==> src/hw/rtl/i2csb_pkg.sv <==
// Types and codes shared by the I2C slave buffer handler.
// Holds the event codes, the bus action codes and the stage record.
package i2csb_pkg;

  typedef enum logic [3:0] {
    REQ_ADDR_WRITE  = 4'd0,
    REQ_BYTE_RX     = 4'd1,
    REQ_ADDR_MASTER = 4'd2,
    REQ_STOP        = 4'd3,
    REQ_RX_NACKED   = 4'd4,
    REQ_ADDR_READ   = 4'd5,
    REQ_TX_ACKED    = 4'd6,
    REQ_LAST_ACKED  = 4'd7,
    REQ_LAST_NACKED = 4'd8,
    REQ_BUS_ERROR   = 4'd9,
    REQ_HOST_WRITE  = 4'd10,
    REQ_HOST_READ   = 4'd11,
    REQ_HOST_CLEAR  = 4'd12
  } req_t;

  typedef enum logic [1:0] {
    ACT_NONE  = 2'd0,
    ACT_ACK   = 2'd1,
    ACT_NACK  = 2'd2,
    ACT_RESET = 2'd3
  } act_t;

  typedef struct packed {
    act_t act;
    logic tx_load;
    logic tx_hit;
    logic host_rd;
    logic rx_hit;
    logic fault;
  } stage_t;

endpackage

==> src/hw/rtl/i2csb_req_if.sv <==
// Request channel of the I2C slave buffer handler: one bus event or host access per beat.
// No dependencies.
interface i2csb_req_if;
  logic       valid;
  logic       ready;
  logic [3:0] req_type;
  logic [7:0] data_byte;
  logic [3:0] entry_index;

  modport source (output valid, req_type, data_byte, entry_index, input ready);
  modport sink (input valid, req_type, data_byte, entry_index, output ready);
endinterface

==> src/hw/rtl/i2csb_rsp_if.sv <==
// Response channel of the I2C slave buffer handler: one result per beat.
// No dependencies.
interface i2csb_rsp_if;
  logic       valid;
  logic       ready;
  logic [1:0] bus_action;
  logic       tx_valid;
  logic [7:0] tx_byte;
  logic [7:0] host_data;
  logic       fault;

  modport source (output valid, bus_action, tx_valid, tx_byte, host_data, fault,
                  input ready);
  modport sink (input valid, bus_action, tx_valid, tx_byte, host_data, fault,
                output ready);
endinterface

==> src/hw/rtl/i2csb_ram.sv <==
// Generic simple dual-port RAM, one write and one registered read port.
// No dependencies.
module i2csb_ram #(
  parameter int WIDTH = 8,
  parameter int DEPTH = 16
) (
  input  logic                     clk,
  input  logic                     we,
  input  logic [$clog2(DEPTH)-1:0] waddr,
  input  logic [WIDTH-1:0]         wdata,
  input  logic                     re,
  input  logic [$clog2(DEPTH)-1:0] raddr,
  output logic [WIDTH-1:0]         rdata
);

  logic [WIDTH-1:0] mem [DEPTH];

  always_ff @(posedge clk) begin
    if (we) begin
      mem[waddr] <= wdata;
    end
    if (re) begin
      rdata <= mem[raddr];
    end
  end

endmodule

==> src/hw/rtl/i2c_slave_buffer_handler.sv <==
// Top level of the I2C slave buffer handler.
// Depends on i2csb_pkg, i2csb_req_if, i2csb_rsp_if and i2csb_ram.
//
// Usage:
// - req carries one bus event or host access per beat (req_type, data_byte,
//   entry_index); rsp returns exactly one result per request, in order.
// - Indexes, the fault flag and the entry valid bits update on the cycle a
//   request is taken; the receive and transmit buffers sit in two RAMs whose
//   read is issued at that same cycle.
// - The RAM and stage register load at the beat; the output register follows.
// - Throughput: one request per cycle while rsp does not stall, limited by the
//   single RAM read port of each buffer; a new request is taken while a
//   result waits on rsp.
// - Reset clears the indexes, the fault flag and every entry valid bit, so
//   all entries read as zero; no clearing pass is needed.
// - A host clear drops every receive valid bit together when it is taken.
// - When rsp stalls, the RAM stage and the output register fill, then req
//   ready drops; nothing is lost or repeated.
module i2c_slave_buffer_handler #(
  parameter int RX_DEPTH = 16,
  parameter int TX_DEPTH = 16
) (
  input  logic        clk,
  input  logic        rst,
  i2csb_req_if.sink   req,
  i2csb_rsp_if.source rsp
);

  localparam int RxAw = $clog2(RX_DEPTH);
  localparam int TxAw = $clog2(TX_DEPTH);
  localparam int RxPw = $clog2(RX_DEPTH + 1);
  localparam int TxPw = $clog2(TX_DEPTH + 1);

  logic [RxPw-1:0] rx_pos, rx_pos_next;
  logic [TxPw-1:0] tx_pos, tx_pos_next;
  logic            fault_flag, fault_flag_next;
  logic [RX_DEPTH-1:0] rx_vld, rx_vld_next;
  logic [TX_DEPTH-1:0] tx_vld, tx_vld_next;

  logic            accept;
  logic            s1_valid;
  logic            s1_adv;
  i2csb_pkg::stage_t s1, s1_next;

  logic            rx_we, tx_we;
  logic [RxAw-1:0] rx_waddr, rx_raddr;
  logic [TxAw-1:0] tx_waddr, tx_raddr;
  logic [7:0]      rx_wdata, tx_wdata;
  logic [7:0]      rx_rdata, tx_rdata;
  logic            idx_in_rx, idx_in_tx;

  assign s1_adv    = s1_valid && (!rsp.valid || rsp.ready);
  assign req.ready = !s1_valid || !rsp.valid || rsp.ready;
  assign accept    = req.valid && req.ready;

  assign idx_in_rx = 32'(req.entry_index) < RX_DEPTH;
  assign idx_in_tx = 32'(req.entry_index) < TX_DEPTH;

  always_comb begin
    rx_pos_next     = rx_pos;
    tx_pos_next     = tx_pos;
    fault_flag_next = fault_flag;
    rx_vld_next     = rx_vld;
    tx_vld_next     = tx_vld;
    rx_we           = 1'b0;
    tx_we           = 1'b0;
    rx_waddr        = RxAw'(rx_pos);
    rx_wdata        = req.data_byte;
    tx_waddr        = TxAw'(req.entry_index);
    tx_wdata        = req.data_byte;
    rx_raddr        = RxAw'(req.entry_index);
    tx_raddr        = '0;
    s1_next         = '0;
    s1_next.act     = i2csb_pkg::ACT_NONE;
    case (i2csb_pkg::req_t'(req.req_type))
      i2csb_pkg::REQ_ADDR_WRITE: begin
        rx_pos_next = '0;
        s1_next.act = i2csb_pkg::ACT_ACK;
      end
      i2csb_pkg::REQ_BYTE_RX: begin
        if (rx_pos != RxPw'(RX_DEPTH)) begin
          rx_we               = 1'b1;
          rx_vld_next[rx_waddr] = 1'b1;
          rx_pos_next         = rx_pos + RxPw'(1);
        end
        s1_next.act = (rx_pos_next == RxPw'(RX_DEPTH)) ? i2csb_pkg::ACT_NACK
                                                       : i2csb_pkg::ACT_ACK;
      end
      i2csb_pkg::REQ_ADDR_MASTER: begin
        fault_flag_next = 1'b1;
        s1_next.act     = i2csb_pkg::ACT_ACK;
      end
      i2csb_pkg::REQ_STOP, i2csb_pkg::REQ_RX_NACKED,
      i2csb_pkg::REQ_LAST_ACKED, i2csb_pkg::REQ_LAST_NACKED: begin
        s1_next.act = i2csb_pkg::ACT_ACK;
      end
      i2csb_pkg::REQ_ADDR_READ: begin
        tx_raddr        = '0;
        tx_pos_next     = TxPw'(1);
        s1_next.tx_load = 1'b1;
        s1_next.tx_hit  = tx_vld[0];
        s1_next.act     = i2csb_pkg::ACT_ACK;
      end
      i2csb_pkg::REQ_TX_ACKED: begin
        if (tx_pos != TxPw'(TX_DEPTH)) begin
          tx_raddr        = TxAw'(tx_pos);
          tx_pos_next     = tx_pos + TxPw'(1);
          s1_next.tx_load = 1'b1;
          s1_next.tx_hit  = tx_vld[tx_raddr];
        end
        s1_next.act = (tx_pos_next == TxPw'(TX_DEPTH)) ? i2csb_pkg::ACT_NACK
                                                       : i2csb_pkg::ACT_ACK;
      end
      i2csb_pkg::REQ_BUS_ERROR: begin
        s1_next.act = i2csb_pkg::ACT_RESET;
      end
      i2csb_pkg::REQ_HOST_WRITE: begin
        if (idx_in_tx) begin
          tx_we                 = 1'b1;
          tx_vld_next[tx_waddr] = 1'b1;
        end
      end
      i2csb_pkg::REQ_HOST_READ: begin
        s1_next.host_rd = 1'b1;
        s1_next.rx_hit  = idx_in_rx && rx_vld[rx_raddr];
      end
      i2csb_pkg::REQ_HOST_CLEAR: begin
        rx_vld_next = '0;
      end
      default: begin
      end
    endcase
    s1_next.fault = fault_flag_next;
  end

  always_ff @(posedge clk) begin
    if (rst) begin
      rx_pos     <= '0;
      tx_pos     <= '0;
      fault_flag <= 1'b0;
      rx_vld     <= '0;
      tx_vld     <= '0;
    end else if (accept) begin
      rx_pos     <= rx_pos_next;
      tx_pos     <= tx_pos_next;
      fault_flag <= fault_flag_next;
      rx_vld     <= rx_vld_next;
      tx_vld     <= tx_vld_next;
    end
  end

  i2csb_ram #(.WIDTH(8), .DEPTH(RX_DEPTH)) u_rx_ram (
    .clk   (clk),
    .we    (accept && rx_we),
    .waddr (rx_waddr),
    .wdata (rx_wdata),
    .re    (accept),
    .raddr (rx_raddr),
    .rdata (rx_rdata)
  );

  i2csb_ram #(.WIDTH(8), .DEPTH(TX_DEPTH)) u_tx_ram (
    .clk   (clk),
    .we    (accept && tx_we),
    .waddr (tx_waddr),
    .wdata (tx_wdata),
    .re    (accept),
    .raddr (tx_raddr),
    .rdata (tx_rdata)
  );

  // RAM stage: hold while the output register is blocked
  always_ff @(posedge clk) begin
    if (rst) begin
      s1_valid <= 1'b0;
    end else if (accept) begin
      s1_valid <= 1'b1;
    end else if (s1_adv) begin
      s1_valid <= 1'b0;
    end
  end

  always_ff @(posedge clk) begin
    if (accept) begin
      s1 <= s1_next;
    end
  end

  // Output register
  always_ff @(posedge clk) begin
    if (rst) begin
      rsp.valid <= 1'b0;
    end else if (s1_adv) begin
      rsp.valid <= 1'b1;
    end else if (rsp.ready) begin
      rsp.valid <= 1'b0;
    end
  end

  always_ff @(posedge clk) begin
    if (s1_adv) begin
      rsp.bus_action <= s1.act;
      rsp.tx_valid   <= s1.tx_load;
      rsp.tx_byte    <= (s1.tx_load && s1.tx_hit) ? tx_rdata : 8'd0;
      rsp.host_data  <= (s1.host_rd && s1.rx_hit) ? rx_rdata : 8'd0;
      rsp.fault      <= s1.fault;
    end
  end

endmodule

==> src/flat_wrapper.sv <==
// flat-port wrapper written by rule: the top's interface ports become plain ports
module i2c_slave_buffer_handler_flat 
#(
  parameter int RX_DEPTH = 16,
  parameter int TX_DEPTH = 16
)
  (clk, rst, req_valid, req_req_type, req_data_byte, req_entry_index, req_ready, rsp_valid, rsp_bus_action, rsp_tx_valid, rsp_tx_byte, rsp_host_data, rsp_fault, rsp_ready);
  i2csb_req_if req_i ();
  i2csb_rsp_if rsp_i ();
  input  logic clk;
  input  logic rst;
  input wire logic [$bits(req_i.valid)-1:0] req_valid;
  input wire logic [$bits(req_i.req_type)-1:0] req_req_type;
  input wire logic [$bits(req_i.data_byte)-1:0] req_data_byte;
  input wire logic [$bits(req_i.entry_index)-1:0] req_entry_index;
  output wire logic [$bits(req_i.ready)-1:0] req_ready;
  output wire logic [$bits(rsp_i.valid)-1:0] rsp_valid;
  output wire logic [$bits(rsp_i.bus_action)-1:0] rsp_bus_action;
  output wire logic [$bits(rsp_i.tx_valid)-1:0] rsp_tx_valid;
  output wire logic [$bits(rsp_i.tx_byte)-1:0] rsp_tx_byte;
  output wire logic [$bits(rsp_i.host_data)-1:0] rsp_host_data;
  output wire logic [$bits(rsp_i.fault)-1:0] rsp_fault;
  input wire logic [$bits(rsp_i.ready)-1:0] rsp_ready;
  assign req_i.valid = req_valid;
  assign req_i.req_type = req_req_type;
  assign req_i.data_byte = req_data_byte;
  assign req_i.entry_index = req_entry_index;
  assign req_ready = req_i.ready;
  assign rsp_valid = rsp_i.valid;
  assign rsp_bus_action = rsp_i.bus_action;
  assign rsp_tx_valid = rsp_i.tx_valid;
  assign rsp_tx_byte = rsp_i.tx_byte;
  assign rsp_host_data = rsp_i.host_data;
  assign rsp_fault = rsp_i.fault;
  assign rsp_i.ready = rsp_ready;
  i2c_slave_buffer_handler #(.RX_DEPTH(RX_DEPTH), .TX_DEPTH(TX_DEPTH)) u_core (.clk(clk), .rst(rst), .req(req_i), .rsp(rsp_i));
endmodule
==> config.mk <==
export PLATFORM = sky130hd
export DESIGN_NAME = i2c_slave_buffer_handler_flat
export DESIGN_NICKNAME = d
export VERILOG_FILES = /design/src/hw/rtl/i2csb_pkg.sv /design/src/hw/rtl/i2csb_req_if.sv /design/src/hw/rtl/i2csb_rsp_if.sv /design/src/hw/rtl/i2csb_ram.sv /design/src/hw/rtl/i2c_slave_buffer_handler.sv /design/src/flat_wrapper.sv
export SDC_FILE = /design/constraint.sdc
export NUM_CORES = 1
export LEC_CHECK = 0
export BUFFER_PORTS_ARGS = -buffer_cell sky130_fd_sc_hd__clkbuf_2
export CELL_PAD_IN_SITES_DETAIL_PLACEMENT = 1
export CELL_PAD_IN_SITES_GLOBAL_PLACEMENT = 1
export CORE_MARGIN = 2
export CORE_UTILIZATION = 53
export DETAILED_ROUTE_END_ITERATION = 8
export HOLD_SLACK_MARGIN = 0.1
export PLACE_DENSITY = 0.91
export SLEW_MARGIN = 10
export SYNTH_ARGS = -nofsm -noshare
export SYNTH_HDL_FRONTEND = slang
export SYNTH_SLANG_ARGS = --single-unit
export TNS_END_PERCENT = 50
==> constraint.sdc <==
create_clock -name clk -period 3.84 [get_ports clk]
set_clock_uncertainty 0.1 [all_clocks]
set_input_delay 0.768 -clock clk [delete_from_list [all_inputs] [get_ports clk]]
set_output_delay 0.768 -clock clk [all_outputs]
set_load 0.03 [all_outputs]
# After elaboration in Yosys (flattened, before gate mapping)

Memory sizes are Yosys's and may differ from the RTL's. A register that Yosys moved wholly into a read port is not among the register bits.
Index checks and enable logic that the tools add are counted.

Equal/unequal tests: 17
Magnitude comparators: 5
Reductions and logical operators: 24
Bitwise logic cells: 2
Add/sub/neg operators: 2
Multiplexer cells: 36

Operators by type and width:

| kind                                                                                | count |
|---|---|
| 16-bit bitwise OR                                                                   | 2 |
| 16-bit one-hot mux with 2 select lines                                              | 1 |
| 4-bit == test, second input constant                                                | 5 |
| 5-bit 2-to-1 mux                                                                    | 4 |
| 5-bit one-hot mux with 2 select lines                                               | 2 |
| 4-bit by 3-bit == test with 1-bit output, second input constant                     | 4 |
| 1-bit 2-to-1 mux                                                                    | 16 |
| 16-bit 2-to-1 mux                                                                   | 1 |
| 4-bit by 5-bit < comparator with 1-bit output, second input constant                | 3 |
| 5-bit by 1-bit adder with 5-bit output, second input constant                       | 2 |
| 5-bit == test, second input constant                                                | 2 |
| 5-bit inequality test, second input constant                                        | 2 |
| 2-bit nonzero test                                                                  | 5 |
| 1-bit binary-select mux with 4-bit select                                           | 2 |
| 1-bit demux with 4-bit select                                                       | 2 |
| 4-bit by 2-bit == test with 1-bit output, second input constant                     | 2 |
| 4-bit by 1-bit greater-or-equal comparator with 1-bit output, second input constant | 2 |
| 1-bit logical AND                                                                   | 8 |
| 2-bit 2-to-1 mux                                                                    | 4 |
| 4-bit 2-to-1 mux                                                                    | 2 |
| 2-bit one-hot mux with 4 select lines                                               | 1 |
| 7-bit OR reduction                                                                  | 1 |
| 2-bit AND reduction                                                                 | 3 |
| 4-bit by 1-bit == test with 1-bit output, second input constant                     | 1 |
| other kinds (6)                                                                     | 9 |

RAM bits: 256
Output and inout bits: 22
Memories: 2
Register bits after elaboration: 72
Input bits: 20

Memory list:

| name                | depth | bits a word | read ports | clocked after Yosys merged registers in | wr ports | RTL line        | text |
|---|---|---|---|---|---|---|---|
| u_core.u_rx_ram.mem | 16    | 8           | 1          | 1                                       | 1        | i2csb_ram.sv:16 | `logic [WIDTH-1:0] mem [DEPTH];` |
| u_core.u_tx_ram.mem | 16    | 8           | 1          | 1                                       | 1        | i2csb_ram.sv:16 |  |

# Depth between registers and ports, before layout

Gate-level depths: netlist (run 1).

Depth in word-level cells: 7
Gate-level depth with buffers: 15
Mapped depth without buffers: 10

# Modules after synthesis

A second synthesis (run 1) with hierarchy kept.

Cell total of the unflattened synthesis: 775
Area, all modules: 13,759.4 µm²

By module, submodules not included:

| module                   | instances | sequential area each (µm²) | area each (µm²) | cells an instance |
|---|---|---|---|---|
| i2csb_ram                | 2         | 4,083.9                    | 5,227.5         | 229 |
| i2c_slave_buffer_handler | 1         | 1,711.6                    | 3,304.4         | 317 |

# Worst setup path before layout (run 1)

No wires, ideal clock.

Kind: input-to-reg
Start point: in rsp_ready
End point: mem u_core.u_rx_ram.mem[0][0] (enable)
Stages on the path: 5
Setup time: 0.383 ns
Buffers on the path: 0
Setup slack: 0.803 ns
Arrival time: 2.554 ns
Required time: 3.357 ns
Path through: nand3b_1 nand2_1 nor3_2 nand2_1 nor3_1

Longest elaborated chain between the ends: 5

RTL lines:

| what                                   | RTL line                        | text |
|---|---|---|
| start, declared                        | flat_wrapper.sv:23              | `input wire logic [$bits(rsp_i.ready)-1:0] rsp_ready;` |
| 1-bit logical OR                       | i2c_slave_buffer_handler.sv:53  | `assign req.ready = !s1_valid \|\| !rsp.valid \|\| rsp.ready;` |
| 1-bit logical AND                      | i2c_slave_buffer_handler.sv:54  | `assign accept = req.valid && req.ready;` |
| 1-bit logical AND                      | i2c_slave_buffer_handler.sv:154 | `.we (accept && rx_we),` |
| 1-bit 2-to-1 mux                       | i2csb_ram.sv:19                 | `if (we) begin` |
| 1-bit 2-to-1 mux (not written as such) | i2csb_ram.sv:20                 | `mem[waddr] <= wdata;` |
| end, declared                          | i2csb_ram.sv:16                 |  |

Every way passes these cells.

# Worst setup path after layout (run 1)

Start point: reg u_core.tx_pos[0]
End point: reg u_core.u_tx_ram.rdata[5] (read register of u_core.u_tx_ram.mem), data pin

Longest elaborated chain between the ends: 3

RTL lines:

| what                   | RTL line                        | text |
|---|---|---|
| start, declared        | i2c_slave_buffer_handler.sv:35  | `logic [TxPw-1:0] tx_pos, tx_pos_next;` |
| start signal, assigned | i2c_slave_buffer_handler.sv:145 | `tx_pos <= tx_pos_next;` |
| 5-bit inequality test  | i2c_slave_buffer_handler.sv:105 | `if (tx_pos != TxPw'(TX_DEPTH)) begin` |
| 4-bit 2-to-1 mux (*)   | i2c_slave_buffer_handler.sv:105 |  |
| 4-bit 2-to-1 mux (*)   | i2c_slave_buffer_handler.sv:75  | `case (i2csb_pkg::req_t'(req.req_type))` |
| end, declared          | i2csb_ram.sv:13                 | `output logic [WIDTH-1:0] rdata` |

Mark *: on every way between the ends. The rest lies on a longest branch, timed or not.
A chain may end at the register's enable or synchronous reset.

==> results of run 1 <==
==> cells in the final DEF, fill, tap and decap left out, types with 15 or more instances in the layout <==
cell	synthesis	routed
nand2_1	32	32
clkbuf_16	0	39
a21oi_1	17	17
edfxtp_1	299	299
nor2_1	61	61
and2_1	15	15
a31oi_1	21	21
clkbuf_2	0	41
mux4_2	60	60
and3_1	27	27
nand3_1	20	20
dfxtp_1	45	45
buf_4	7	33
==> layer usage <==
metal  vias to the layer above  GRT usage
met1                      4402      0.358
met4                         0      0.100
li1                       3439          -
met5                         -          0
met2                       456      0.521
met3                       105     0.0384
==> metrics by stage <==
step | instance area, sq um | util | setup WS (ns) | total power, W | TNS, ns
after global placement | 14600 | 0.563 | 0.413 | 0.00446 | 0
final | 15700 | 0.608 | -0.0198 | 0.00780 | -0.0198
after detailed placement | 14600 | 0.563 | -0.00858 | 0.00448 | -0.00858
after floorplan | 13900 | - | 0.803 | 0.00435 | 0
after CTS | 15700 | 0.608 | 0.123 | 0.00783 | 0
after global routing | 15700 | 0.608 | 0.0147 | 0.00798 | 0
==> area by class of cell <==
cell class                 instances  area, sq um  share of cell area
clock buffer                      58         1100              0.0697
clock inverter                     8         47.5             0.00302
inverter                          16         60.1             0.00381
multi-input combinational        424         3730               0.237
sequential                       344         9880               0.627
tap                              335          419              0.0266
timing repair buffer              77          513              0.0326
==> final timing paths <==
path | cells past startpoint | slack (ns) | from | to
hold / removal | 0 | 0.32 | u_core.s1[6] | u_core.rsp.bus_action[1]
setup / recovery | 11 | -0.02 | u_core.tx_pos[0] | u_core.u_tx_ram.rdata[5]
hold reg to reg | 0 | 0.32 | u_core.s1[6] | u_core.rsp.bus_action[1]
setup reg to reg | 11 | -0.02 | u_core.tx_pos[0] | u_core.u_tx_ram.rdata[5]
==> cell families (layout without fill, tap and decap cells) <==
group	count (synthesis)	count (layout)	synth area share
mux	75	75	0.110
fa+ha+maj	7	7	0.00629
compound gates	119	119	0.0612
simple gates	218	218	0.0844
xor+xnor	5	5	0.00315
flops	344	344	0.710
buf+inv	65	159	0.0246
==> sequential cells by signal, summed over array words and instances, names as in the netlist, 7 cells and up <==
register	count
u_core.u_tx_ram.mem	128
u_core.u_tx_ram.rdata	8
u_core.u_rx_ram.rdata	8
u_core.u_rx_ram.mem	128
u_core.rx_vld	16
u_core.tx_vld	16
u_core.rsp.tx_byte	8
u_core.s1	7
u_core.rsp.host_data	8
==> power by group through the flow <==
stage	logic, W	clock network (W)	registers (W)
floorplan	0.000148	0	0.00420
global placement	0.000276	0	0.00418
detailed placement	0.000294	0	0.00419
CTS	0.000300	0.00342	0.00411
global route	0.000316	0.00355	0.00411
finish	0.000300	0.00339	0.00411
==> impl_metrics.ini, run 1 <==
[pwr]
internal-power_w = 0.00615
p_per_area_nw_per_um2 = 496
clkPwrFrac = 0.435
power.leakage_nw = 5.25
p_sw_w = 0.00165
ir_worst_vdd_uv = 573
p_sw_frac = 0.212
pwr-share-seq = 0.527
p_comb_frac = 0.038

[cells_and_area]
num_antenna_cells = 0
syn2layout_area_growth_pct = 13.1
fillers = 2263
fin_cells = 1262
drive_gt1_frac = 0.218
nNetsFinal = 926

[setup_path]
worstSetupEndpointType = flip-flop
arrival_ns = 3.96
critPathRequiredTime_ns = 3.94
crit_buf_inv = 3
crit_fanout = 55
cp_top_family = compound AO/OA/AOI/OAI gates
startpoint_type = flip-flop
worstPathCellList = inv_1 -> ha_1 -> nor4bb_4 -> inv_2 -> ha_2 -> buf_12 -> nor2_1 -> a211o_4 -> and2_1 -> a2111oi_0 -> nor3_1
cp_slowest_cell = a2111oi_0
worstSetupPathType = flip-flop to flip-flop
slowest_delay_ns = 0.94

[synth]
yosysUniqueCellTypes = 67
synth.area.top_cells = edfxtp_1 (65%), mux4_2 (9.7%), dfxtp_1 (6.5%), nor2_1 (1.6%), and3_1 (1.2%)
synthTopCellsByCount = edfxtp_1 (299), nor2_1 (61), mux4_2 (60), dfxtp_1 (45), nand2_1 (32)
synth_top_flop_cell = edfxtp_1
synthArstFlopShare = 0
syn_area_per_cell_sq_um = 16.7
synth_area_sq_um = 13900
synth-seq-area-share = 0.710
synth_top_cell_by_area = edfxtp_1
synth_edf_count = 299
yosysWarningCount = 0
yosysMostFrequentCell = edfxtp_1
synth_top_area_frac = 0.645
syn_inst = 833
ys_ff_latch = 344
synth_fp_nets = 860

[clocking]
cts_tree = yes
htreeDepth = 2
worstSkewPairLatency_ns = 0.52
path_clk_slew_ns = 0.07
clock_sinks = 344
cts_resized = 1
cts_hold_buf = 0
cts_made_buffers = 36
clockBufferDepth = 3
cts_setup_buffers = 0
cts_root_buf = clkbuf_16

[die]
core_sq_um = 25900
rows = 59
io_pins = 42
start_util = 0.537
die_area_sq_um = 27600
die_w_um = 166
die_h_um = 166

[drt]
dr.pass1.iters = 5
route.vias.total = 8402
totalWireLength_um = 39000
wl_met3_um = 2460
ant_nets = 0
dr_wl_met2_um = 20900
top_layer = met4
wl_met1_um = 14200
drc = 0
routed_via_density = 6.66
drt_iter0_drc = 918
wl_per_cell_um = 30.9

[timing]
finalCritPeriodShare = 1.01
final-setup-viol-count = 1
tightest_slew_ns = 1.20
drv_slew = 0
layout_setup_ws_ns = -0.0198
rsz0062_at_grt = no
max_slew_margin = 0.181
period_needed_ns = 3.86
hold_violations = 0
max_freq_ghz = 0.259
holdWs_ns = 0.322

[grt]
first_global_vias = 8984
antenna_found_initial = 0
track_usage = 0.288
overflow = 0
grt_pass1_wl_um = 59300
grt_max_degree = 56

[worst_hold_path]
hp-class = flip-flop to flip-flop

[place]
place_inst = 1196
dp_hpwl_um = 23700
numPortBuffers = 41
place.gp.congestion = 0.831

[outcome]
violations = negative setup slack
status = finished with violations

[job]
maxCapViolCount = 0
Note: power is estimated with default switching activity, not from simulation.
==> inputs of run 2 (changes only) <==
- SETUP_SLACK_MARGIN: default -> 0.3
==> run 2 against run 1 <==
The flow now finishes without violations. Sequential power hardly changed. Largest cell class unchanged. Register-to-register slack improved by 0.54 ns. Maximum frequency grew 16%. Hold slack about the same. Non-clock buffer count stayed put. Largest power group unchanged. Clock power barely moved. Critical endpoint is now u_core.u_tx_ram.rdata[1].
==> impl_metrics.ini, run 2 (same netlist as run 1, synthesis figures left out) <==
[die]
die_w_um = 166
die_h_um = 166
core_sq_um = 25900
rows = 59
die_area_sq_um = 27600
io_pins = 42
start_util = 0.537

[cells_and_area]
syn2layout_area_growth_pct = 13.2
nNetsFinal = 926
fin_area_sq_um = 15800
num_antenna_cells = 0
layout_common_cells = edfxtp_1 (299), nor2_1 (61), mux4_2 (60)
reg_top3 = u_core.u_rx_ram.mem (128), u_core.u_tx_ram.mem (128)
final_common_cell = edfxtp_1
drive_gt1_frac = 0.219

[grt]
gr-usage-met1 = 0.358
first_global_vias = 8984
antenna_found_initial = 0
grt-busiest-layer = met2
met3_usage = 0.0384
grt_pass1_wl_um = 59300
track_usage = 0.288
grt_max_degree = 56
overflow = 0
gr-usage-met2 = 0.521

[timing]
max_slew_margin = 0.285
rsz0062_at_grt = no
hold_violations = 0
max_freq_ghz = 0.301
fin_setup_tns_ns = 0
tightest_slew_ns = 1.07
drv_slew = 0
finalCritPeriodShare = 0.866
final-setup-viol-count = 0
period_needed_ns = 3.32

[worst_hold_path]
hp-class = flip-flop to flip-flop
min_path_cells = 0
hp-start = u_core.s1[6]

[pwr]
power.leakage_nw = 5.25
p_per_area_nw_per_um2 = 495
ir_worst_vdd_uv = 575

[drt]
route.vias.total = 8439
totalWireLength_um = 39000
dr.pass1.iters = 5
drt_iter0_drc = 1061
wl_per_cell_um = 30.9
ant_nets = 0
drc = 0
routed_via_density = 6.69

[outcome]
status = finished, final reports clean

[clocking]
clock_sinks = 344
cts_tree = yes
cts_setup_buffers = 0
cts_root_buf = clkbuf_16
path_clk_slew_ns = 0.07
clockBufferDepth = 3
worstSkewPairLatency_ns = 0.52
htreeDepth = 2
cts_made_buffers = 36

[setup_path]
reg2reg_depth = 11
startpoint_type = flip-flop
cp_slowest_cell = a2111oi_0
worstSetupPathType = flip-flop to flip-flop
worstSetupEndpointType = flip-flop
worstPathCellList = inv_1 -> ha_1 -> nor4bb_4 -> inv_2 -> ha_2 -> buf_12 -> nor2_1 -> a211o_4 -> and2_0 -> a2111oi_0 -> a311oi_1
arrival_ns = 3.45
slowest_delay_ns = 0.54
critPathRequiredTime_ns = 3.96
crit_start = u_core.tx_pos[0]
crit_fanout = 55
rr_startpoint = u_core.tx_pos[0]

[place]
numPortBuffers = 41
dp_hpwl_um = 23700
place.gp.congestion = 0.831
post_dp_cell_area_sq_um = 14600

[job]
maxCapViolCount = 0
[run 2: cell counts in the layout (fill, tap and decap cells not counted)]
Identical to the previous run, type by type.
[run 2: what timing repair did]
item | in CTS | in global routing
cloned | 0 | 0
pin swaps | 0 | 1
resized for setup | 2 | 1
endpoints found under the setup margin | 5 | 2
hold buffers | 0 | 0
[run 2: stage by stage]
step                      setup WS, ns  total power [W]   util  hold slack (ns)  instances
after CTS                        0.333          0.00783  0.608            0.320       1262
final                            0.516          0.00780  0.608            0.322       1262
after global routing             0.337          0.00798  0.608            0.328       1262
after detailed placement      -0.00858          0.00448  0.563            0.306       1196
after floorplan                  0.803          0.00435      -            0.300        833
after global placement           0.413          0.00446  0.563            0.308       1196
[run 2: final cells by class]
| cell class | count | area (sq um) |
|---|---|---|
| Fill cell | 2264 | 10200 |
| Sequential cell | 344 | 9880 |
| Multi-Input combinational cell | 424 | 3730 |
| Clock buffer | 58 | 1100 |
| Timing Repair Buffer | 77 | 513 |
| Tap cell | 335 | 419 |
| Inverter | 16 | 60.1 |
| Clock inverter | 8 | 47.5 |
[run 2: per-layer routing]
| layer | wire [um] | up-vias |
|---|---|---|
| met5 | 0 | - |
| met4 | 1440 | 0 |
| met3 | 2340 | 109 |
| met2 | 20900 | 464 |
| met1 | 14400 | 4419 |
| li1 | - | 3447 |
[run 2: final timing paths]
| check | to | slack (ns) |
|---|---|---|
| worst max register to register | u_core.u_tx_ram.rdata[1] | 0.52 |
| worst min register to register | u_core.rsp.bus_action[1] | 0.32 |
| worst max-delay path | u_core.u_tx_ram.rdata[1] | 0.52 |
| worst min-delay path | u_core.rsp.bus_action[1] | 0.32 |
[run 2: power breakdown]
part	switching [W]	total, W	leakage (nW)	internal [W]
sequential	0.0000168	0.00411	3.08	0.00409
combinational	0.000206	0.000300	1.60	0.0000943
clock	0.00142	0.00339	0.560	0.00196
total	0.00165	0.00780	5.25	0.00615
[run 2: worst max-delay path: cells and delay by family, from the launching register on]
family | cells | cell delay (ns)
flip-flops | 1 | 0.47
AND/OR/NAND/NOR | 3 | 0.47
buffers and inverters | 3 | 0.51
AO/OA/AOI/OAI | 3 | 0.98
adder cells (fa/ha/maj) | 2 | 0.47
